<file path="src/mhw_pkg.sv">
// ----------------------------------------------------------------------------
// mhw_pkg
// Shared types and codes of the multichannel heartbeat watchdog.
// ----------------------------------------------------------------------------
package mhw_pkg;

  localparam int unsigned TimeW   = 32;
  localparam int unsigned CountW  = 8;
  localparam int unsigned FuncW   = 3;
  localparam int unsigned ChanW   = 3;
  localparam int unsigned ActW    = 2;
  localparam int unsigned ResW    = 4;
  localparam logic [ResW-1:0] MaxResults = 4'd8;

  localparam logic [FuncW-1:0] FN_SETUP = 3'd0;
  localparam logic [FuncW-1:0] FN_BEAT  = 3'd1;
  localparam logic [FuncW-1:0] FN_SLOW  = 3'd2;
  localparam logic [FuncW-1:0] FN_HANG  = 3'd3;
  localparam logic [FuncW-1:0] FN_DECAY = 3'd4;

  localparam logic [ActW-1:0] ACT_LOG  = 2'd0;
  localparam logic [ActW-1:0] ACT_WAKE = 2'd1;
  localparam logic [ActW-1:0] ACT_TERM = 2'd2;

  typedef struct packed {
    logic              en;
    logic [TimeW-1:0]  last_beat;
    logic [TimeW-1:0]  slow_limit;
    logic [TimeW-1:0]  hang_delay;
    logic [CountW-1:0] wake_limit;
    logic [CountW-1:0] wake_count;
    logic              log_pending;
  } entry_t;

  localparam entry_t EntryRst = '{
    en:          1'b0,
    last_beat:   '0,
    slow_limit:  '1,
    hang_delay:  '1,
    wake_limit:  '1,
    wake_count:  '0,
    log_pending: 1'b0
  };

  typedef struct packed {
    logic [ActW-1:0]   act;
    logic [TimeW-1:0]  elapsed;
    logic              emit;
    logic              stop;
    logic              wr;
    entry_t            upd;
  } eval_t;

  typedef struct packed {
    logic [ChanW-1:0]  ch;
    logic [ActW-1:0]   act;
    logic [TimeW-1:0]  elapsed;
    logic [CountW-1:0] wc;
  } res_t;

endpackage

</file>
<file path="src/mhw_ram.sv">
// ----------------------------------------------------------------------------
// mhw_ram
// Generic single-write, single-read RAM with registered, enabled read.
// ----------------------------------------------------------------------------
module mhw_ram #(
  parameter int unsigned WIDTH = 8,
  parameter int unsigned DEPTH = 8,
  localparam int unsigned AW = (DEPTH > 1) ? $clog2(DEPTH) : 1
) (
  input  logic             clk_i,
  input  logic             we_i,
  input  logic [AW-1:0]    waddr_i,
  input  logic [WIDTH-1:0] wdata_i,
  input  logic             re_i,
  input  logic [AW-1:0]    raddr_i,
  output logic [WIDTH-1:0] rdata_o
);

  logic [WIDTH-1:0] mem_q [DEPTH];
  logic [WIDTH-1:0] rdata_q;

  always_ff @(posedge clk_i) begin
    if (we_i) begin
      mem_q[waddr_i] <= wdata_i;
    end
    if (re_i) begin
      rdata_q <= mem_q[raddr_i];
    end
  end

  assign rdata_o = rdata_q;

endmodule

</file>
<file path="src/mhw_eval.sv">
// ----------------------------------------------------------------------------
// mhw_eval
// Per-channel check: overdue test, action choice and entry update.
// ----------------------------------------------------------------------------
module mhw_eval import mhw_pkg::*; (
  input  logic [FuncW-1:0] func_i,
  input  logic [TimeW-1:0] now_i,
  input  logic             suppress_i,
  input  entry_t           entry_i,
  output eval_t            eval_o
);

  logic [TimeW-1:0] lim;
  logic [TimeW:0]   sum;
  logic             od;
  logic             hit;
  logic             term;
  entry_t           upd;

  always_comb begin
    lim  = (func_i == FN_SLOW) ? entry_i.slow_limit : entry_i.hang_delay;
    sum  = {1'b0, entry_i.last_beat} + {1'b0, lim};
    od   = entry_i.en && ({1'b0, now_i} >= sum);
    term = (func_i == FN_HANG) && (entry_i.wake_count > entry_i.wake_limit);
    upd  = entry_i;
    hit  = 1'b0;
    unique case (func_i)
      FN_SLOW: begin
        hit             = od && !entry_i.log_pending;
        upd.log_pending = 1'b1;
      end
      FN_HANG: begin
        hit = od;
        if (entry_i.wake_count != '1) begin
          upd.wake_count = entry_i.wake_count + 1'b1;
        end
      end
      FN_DECAY: begin
        if (entry_i.wake_count != '0) begin
          upd.wake_count = entry_i.wake_count - 1'b1;
        end
        upd.log_pending = 1'b0;
      end
      default: begin
        hit = 1'b0;
      end
    endcase

    eval_o.act     = (func_i == FN_SLOW) ? ACT_LOG : (term ? ACT_TERM : ACT_WAKE);
    eval_o.elapsed = now_i - entry_i.last_beat;
    eval_o.emit    = hit && !suppress_i;
    eval_o.stop    = hit && (suppress_i || term);
    eval_o.wr      = (func_i == FN_DECAY) || (hit && !suppress_i && !term);
    eval_o.upd     = upd;
  end

endmodule

</file>
<file path="src/multichannel_heartbeat_watchdog.sv">
// ----------------------------------------------------------------------------
// multichannel_heartbeat_watchdog
// Per-channel heartbeat watchdog with slow logging and hang escalation.
// ----------------------------------------------------------------------------
// Setup and heartbeat: accept with RAM read, then write back.
// Checks and decay walk the channel RAM at one channel per cycle, except
// while a found action waits on a stalled result register.
// Each result leaves one found action later so its last flag is known.
// Reset clears the per-entry valid flops; unwritten entries read as reset
// values, so there is no clearing pass.
// ----------------------------------------------------------------------------
module multichannel_heartbeat_watchdog import mhw_pkg::*; #(
  parameter int unsigned CHANNELS = 8
) (
  input  logic              clk_i,
  input  logic              rst_ni,
  input  logic              in_valid_i,
  output logic              in_stall_o,
  input  logic [FuncW-1:0]  func_i,
  input  logic [ChanW-1:0]  channel_i,
  input  logic [TimeW-1:0]  time_value_i,
  input  logic              enable_bit_i,
  input  logic [TimeW-1:0]  slow_limit_in_i,
  input  logic [TimeW-1:0]  hang_delay_in_i,
  input  logic [CountW-1:0] wake_limit_in_i,
  input  logic              suppress_i,
  output logic              out_valid_o,
  input  logic              out_stall_i,
  output logic [ChanW-1:0]  out_channel_o,
  output logic [ActW-1:0]   action_o,
  output logic [TimeW-1:0]  elapsed_o,
  output logic [CountW-1:0] wake_count_out_o,
  output logic              last_flag_o
);

  localparam int unsigned AW = (CHANNELS > 1) ? $clog2(CHANNELS) : 1;
  localparam logic [AW-1:0] LastIdx = AW'(CHANNELS - 1);

  localparam logic [1:0] S_IDLE  = 2'd0;
  localparam logic [1:0] S_MOD   = 2'd1;
  localparam logic [1:0] S_WALK  = 2'd2;
  localparam logic [1:0] S_FLUSH = 2'd3;

  logic [1:0]          state_q, state_d;
  logic [AW-1:0]       idx_q, idx_d;
  logic [ResW-1:0]     n_q, n_d;
  logic [CHANNELS-1:0] vld_q, vld_d;
  logic                pend_vld_q, pend_vld_d;
  res_t                pend_q, pend_d;
  logic                out_vld_q, out_vld_d;
  res_t                out_q, out_d;
  logic                out_last_q, out_last_d;

  logic [FuncW-1:0]    func_q;
  logic [TimeW-1:0]    now_q;
  logic                sup_q;
  logic                en_q;
  logic [TimeW-1:0]    slow_q;
  logic [TimeW-1:0]    hang_q;
  logic [CountW-1:0]   wl_q;

  logic                accept;
  logic                chan_ok;
  logic [AW-1:0]       chan_addr;
  logic                out_free;

  logic                re;
  logic [AW-1:0]       raddr;
  logic                we;
  entry_t              wdata;
  logic [$bits(entry_t)-1:0] rdata;
  entry_t              entry;
  eval_t               ev;

  assign accept    = in_valid_i && !in_stall_o;
  assign in_stall_o = (state_q != S_IDLE);
  assign chan_ok   = {4'd0, channel_i} < 7'(CHANNELS);
  assign chan_addr = AW'(channel_i);
  assign out_free  = !out_vld_q || !out_stall_i;
  assign entry     = vld_q[idx_q] ? entry_t'(rdata) : EntryRst;

  mhw_ram #(
    .WIDTH ($bits(entry_t)),
    .DEPTH (CHANNELS)
  ) u_ram (
    .clk_i   (clk_i),
    .we_i    (we),
    .waddr_i (idx_q),
    .wdata_i (wdata),
    .re_i    (re),
    .raddr_i (raddr),
    .rdata_o (rdata)
  );

  mhw_eval u_eval (
    .func_i     (func_q),
    .now_i      (now_q),
    .suppress_i (sup_q),
    .entry_i    (entry),
    .eval_o     (ev)
  );

  always_comb begin
    state_d    = state_q;
    idx_d      = idx_q;
    n_d        = n_q;
    vld_d      = vld_q;
    pend_vld_d = pend_vld_q;
    pend_d     = pend_q;
    out_d      = out_q;
    out_last_d = out_last_q;
    out_vld_d  = out_vld_q && out_stall_i;
    re         = 1'b0;
    raddr      = '0;
    we         = 1'b0;
    wdata      = entry;

    unique case (state_q)
      S_IDLE: begin
        n_d = '0;
        if (accept) begin
          if ((func_i == FN_SETUP || func_i == FN_BEAT) && chan_ok) begin
            re      = 1'b1;
            raddr   = chan_addr;
            idx_d   = chan_addr;
            state_d = S_MOD;
          end else if (func_i == FN_SLOW || func_i == FN_HANG ||
                       func_i == FN_DECAY) begin
            re      = 1'b1;
            raddr   = '0;
            idx_d   = '0;
            state_d = S_WALK;
          end
        end
      end
      S_MOD: begin
        we = 1'b1;
        if (func_q == FN_SETUP) begin
          wdata.en         = en_q;
          wdata.slow_limit = slow_q;
          wdata.hang_delay = hang_q;
          wdata.wake_limit = wl_q;
        end else begin
          wdata.last_beat = now_q;
        end
        vld_d[idx_q] = 1'b1;
        state_d      = S_IDLE;
      end
      S_WALK: begin
        if (!(ev.emit && pend_vld_q && !out_free)) begin
          we    = ev.wr;
          wdata = ev.upd;
          if (ev.wr) begin
            vld_d[idx_q] = 1'b1;
          end
          if (ev.emit) begin
            if (pend_vld_q) begin
              out_d      = pend_q;
              out_last_d = 1'b0;
              out_vld_d  = 1'b1;
            end
            pend_vld_d     = 1'b1;
            pend_d.ch      = ChanW'(idx_q);
            pend_d.act     = ev.act;
            pend_d.elapsed = ev.elapsed;
            pend_d.wc      = entry.wake_count;
            n_d            = n_q + 1'b1;
          end
          if (ev.stop || (ev.emit && n_q == MaxResults - 1'b1) || idx_q == LastIdx) begin
            state_d = S_FLUSH;
          end else begin
            re    = 1'b1;
            raddr = idx_q + 1'b1;
            idx_d = idx_q + 1'b1;
          end
        end
      end
      S_FLUSH: begin
        if (!pend_vld_q) begin
          state_d = S_IDLE;
        end else if (out_free) begin
          out_d      = pend_q;
          out_last_d = 1'b1;
          out_vld_d  = 1'b1;
          pend_vld_d = 1'b0;
          state_d    = S_IDLE;
        end
      end
      default: begin
        state_d = S_IDLE;
      end
    endcase
  end

  always_ff @(posedge clk_i or negedge rst_ni) begin
    if (!rst_ni) begin
      state_q    <= S_IDLE;
      idx_q      <= '0;
      n_q        <= '0;
      vld_q      <= '0;
      pend_vld_q <= 1'b0;
      out_vld_q  <= 1'b0;
    end else begin
      state_q    <= state_d;
      idx_q      <= idx_d;
      n_q        <= n_d;
      vld_q      <= vld_d;
      pend_vld_q <= pend_vld_d;
      out_vld_q  <= out_vld_d;
    end
  end

  // request and result payload
  always_ff @(posedge clk_i) begin
    pend_q     <= pend_d;
    out_q      <= out_d;
    out_last_q <= out_last_d;
    if (accept) begin
      func_q <= func_i;
      now_q  <= time_value_i;
      sup_q  <= suppress_i;
      en_q   <= enable_bit_i;
      slow_q <= slow_limit_in_i;
      hang_q <= hang_delay_in_i;
      wl_q   <= wake_limit_in_i;
    end
  end

  assign out_valid_o      = out_vld_q;
  assign out_channel_o    = out_q.ch;
  assign action_o         = out_q.act;
  assign elapsed_o        = out_q.elapsed;
  assign wake_count_out_o = out_q.wc;
  assign last_flag_o      = out_last_q;

endmodule
</file>
<file path="config.mk">
export PLATFORM = sky130hd
export DESIGN_NAME = multichannel_heartbeat_watchdog
export DESIGN_NICKNAME = d
export VERILOG_FILES = /design/src/mhw_pkg.sv /design/src/mhw_ram.sv /design/src/mhw_eval.sv /design/src/multichannel_heartbeat_watchdog.sv
export SDC_FILE = /design/constraint.sdc
export NUM_CORES = 2
export LEC_CHECK = 0
export BUFFER_PORTS_ARGS = -buffer_cell sky130_fd_sc_hd__buf_2
export CAP_MARGIN = 20
export CORE_MARGIN = 4
export CORE_UTILIZATION = 56
export DETAILED_ROUTE_END_ITERATION = 8
export MAX_ROUTING_LAYER = met4
export PLACE_DENSITY = 0.76
export SLEW_MARGIN = 20
export SYNTH_ARGS = -nofsm -noshare
export SYNTH_HDL_FRONTEND = slang
export SYNTH_SLANG_ARGS = --single-unit
</file>
<file path="constraint.sdc">
create_clock -name clk_i -period 15.15 [get_ports clk_i]
set_input_delay 0.7575 -clock clk_i [delete_from_list [all_inputs] [get_ports clk_i]]
set_output_delay 0.7575 -clock clk_i [all_outputs]
set_load 0.03 [all_outputs]
</file>
==> impl_metrics.ini <==
[hold_path]
hp_start = wake_limit_in_i[1]
hp-class = in2reg

[logic_synthesis]
post_synth.cell_area_avg_um2 = 13.4
syn_inst = 3872
ys_seq_area_frac = 0.718
synth_nets = 4103
simple_gate_area_share_of_the_yosys_netlist = 0.132
post_synth_fa_ha_maj_area_fraction = 0.0280
post_synthesis_compound_gate_area_fraction = 0.0638
synthesis.yosys.warnings = 0
ys_ff_latch = 1245
synthMuxAreaShare = 0.0241
netlist-cell-type-count = 77
largest_family_of_logic_cells_by_synthesized_area = simple AND/OR/NAND/NOR gates
synth_edf_count = 1226
yosys_most_used_dff = edfxtp_1
synthesis.area_mm2 = 0.0519
asyncSetResetFlopFracSynth = 0.0153
synthXorXnorAreaFrac = 0.0103

[clocking]
htreeDepth = 3
cts-buffers-inserted = 119
path_clk_slew_ns = 0.06
count_of_clock_tree_sinks = 1245
clk_root_buffer_cell = clkbuf_16
cts_tree = yes
ctsLongestPathBuffers = 3
cts_repair_resize_count = 0
worstSkewPairLatency_ns = 0.73
cts.repair_timing.setup_buffer_count = 0

[global_route]
grt_remaining_overflow = 0
use_met3 = 0.0528
gr-usage-met2 = 0.409
globalRoute.busiestLayer = met2
pin_count_of_the_biggest_net_entering_global_routing = 159
grt_pass1_wl_um = 193000
antenna_found_initial = 5
vias_in_the_first_global_route = 31500
global_route_total_usage_across_every_layer = 0.267
gr_util_met1 = 0.366

[sta]
max_clock_freq_mhz = 94.5
relSlewSlack = 0.230
timing.hold.ws_ns = 0.200
finalCriticalPeriod_ns = 10.58
min_period_over_period = 0.698
hold_viol_final = 0
rsz0062_at_grt = no
report.final.setup_viol = 0
clock-skew-final_ns = 0.0604
finalMaxSlewViolations = 0
fin_tns_setup_ns = 0
max_slew.worst_pin.slew_ns = 1.15

[routing]
routed_wirelength_um = 129000
dr_iter_0_viols = 4227
route.vias.total = 32700
route.detailed.vias_per_inst = 6.11
routed_wire_length_per_instance_um = 24.1
drc = 0
drtAntennaViolNets = 0
firstDrtPassIters = 6

[final_layout]
finalNetCount = 4247
finish.cell_count_without_fillers = 5355
layout.cells.most_common_list = edfxtp_1, nand2_1, nand3_1
multi_input_area_mm2 = 0.0136
fin_area_mm2 = 0.0576
layout.area.seq_mm2 = 0.0373
fill_cells = 6623
area_delta_synth_final_pct = 10.9
drive_above_1_share = 0.101
most_common_cell_after_layout_fill_and_taps_aside = edfxtp_1

[setup_path]
reg2reg_from = idx_q[0]
critPathLaunchType = register
slowest_delay_ns = 0.90
cp_slowest_cell = buf_4
crit_path_end_kind = register
timing_worst_setup_path_type = reg2reg
crit_top_cell = buf_4
cp_data_required_time_ns = 15.50
crit_arrival_ns = 10.94
timing.critical_path.fanout_max = 59
beginning_of_the_critical_path = idx_q[0]

[run]
maxCapViolCount = 0

[place]
port_buffers = 163
gp_congestion = 0.937
place_hpwl_um = 74700
dp.cells = 5137
placedInstanceArea_mm2 = 0.0539

[die]
initial_utilization = 0.566
die_w_um = 313
num_io_pins = 164
area_inside_the_core_boundary_mm2 = 0.0918
rows = 111
chipHeight_um = 313
fp.dieArea_mm2 = 0.0977

[pwr]
power.total_mw = 14.8
vdd_ir_drop_max_uv = 200
power_per_cell_area_mw_per_mm2 = 256
static-leakage-power_nw = 20.7

[run_status]
outcome = finished, final reports clean
through the flow:
step | worst slack (ns) | util
finish | 4.57 | 0.628
global route | 4.09 | 0.628
CTS | 4.68 | 0.627
detailed placement | 4.66 | 0.587
global placement | 4.87 | 0.587
floorplan | 0.205 | -
state kept, by name (all words and copies together) (netlist names), 32 cells and up:
name           flops
u_ram.rdata_o    114
hang_q            32
elapsed_o         32
u_ram.mem_q      912
slow_q            32
now_q             32
pend_q            45
worst max-delay path: cells and delay by family (launching register included):
family / cells / cell delay (ns)
compound gates: 13 / 3.89
fa+ha+maj: 2 / 0.66
simple gates: 9 / 2.46
xor+xnor: 1 / 0.09
flops: 1 / 0.74
buf+inv: 5 / 2.18
final cells by class:
class / count / area share
antenna: 5 / 0.000217
clock buffer: 144 / 0.0537
inverter: 61 / 0.00397
multi-input combinational: 2373 / 0.235
timing repair buffer: 216 / 0.0218
tap: 1243 / 0.0270
clock inverter: 68 / 0.0105
sequential: 1245 / 0.647
cell families (layout without fill, tap and decap cells):
| group | after synthesis | in the layout |
|---|---|---|
| and+or+nand+nor | 1579 | 1579 |
| DFF | 1245 | 1245 |
| other | 0 | 5 |
| adders and majority gates | 115 | 115 |
| muxes | 125 | 125 |
| AOI/OAI and AO/OA | 493 | 493 |
| xor gates and xnor gates | 61 | 61 |
| buffers and inverters | 254 | 489 |
metal layers:
metal,share of wire,vias up
li1,-,14600
met2,0.47,1805
met4,0.030,0
met1,0.40,16100
met3,0.11,252
met5,0,-
path summary, 6_finish.rpt:
kind	end	slack, ns	cells after the start
worst max-delay path	u_ram.mem_q[5][65]	4.57	30
worst min-delay path	wl_q[1]	0.20	1
worst max register to register	u_ram.mem_q[5][65]	4.57	30
worst min register to register	elapsed_o[27]	0.42	0
max in group asynchronous	vld_q[5]	14.28	2
min in group asynchronous	vld_q[4]	0.54	2
synthesized netlist by cell type (3+ instances only):
cell	number	share of area
a31oi_1	12	0.0014
buf_4	7	0.0010
edfxtp_1	1226	0.71
mux2i_1	123	0.024
xor2_1	28	0.0047
o21ai_0	78	0.0075
o211ai_1	10	0.0014
o21a_1	14	0.0020
a32oi_1	116	0.020
buf_1	11	0.00079
buf_2	54	0.0052
clkbuf_1	107	0.0077
nor2_1	200	0.014
nor3_1	14	0.0013
o21bai_1	10	0.0014
nand3_1	285	0.027
nand3b_1	5	0.00072
or3_1	9	0.0011
a21o_1	37	0.0053
a211o_1	4	0.00067
nor2b_1	13	0.0016
o31ai_1	6	0.00087
nand4_1	15	0.0018
and2_1	7	0.00084
xnor2_1	33	0.0056
inv_1	61	0.0044
a21boi_0	5	0.00072
nand2_1	873	0.063
or2_2	6	0.00072
ha_1	113	0.027
nor4_1	4	0.00048
nand2b_1	13	0.0016
and3_1	125	0.015
buf_12	10	0.0039
a21oi_1	156	0.015
dfrtp_1	19	0.0092
o22ai_1	3	0.00036
a211oi_1	11	0.0016
report_power, final:
group,total [mW],switching [mW],internal (mW)
sequential,5.40,0.287,5.11
clock,2.81,1.25,1.56
combinational,6.57,4.38,2.19
total,14.8,5.92,8.86
repair_timing:
item | in CTS | in global routing
endpoints found under the hold margin | 19 | 0
setup endpoints to repair | 0 | 0
hold buffers | 1 | 0
(Power assumes the default switching activity.)
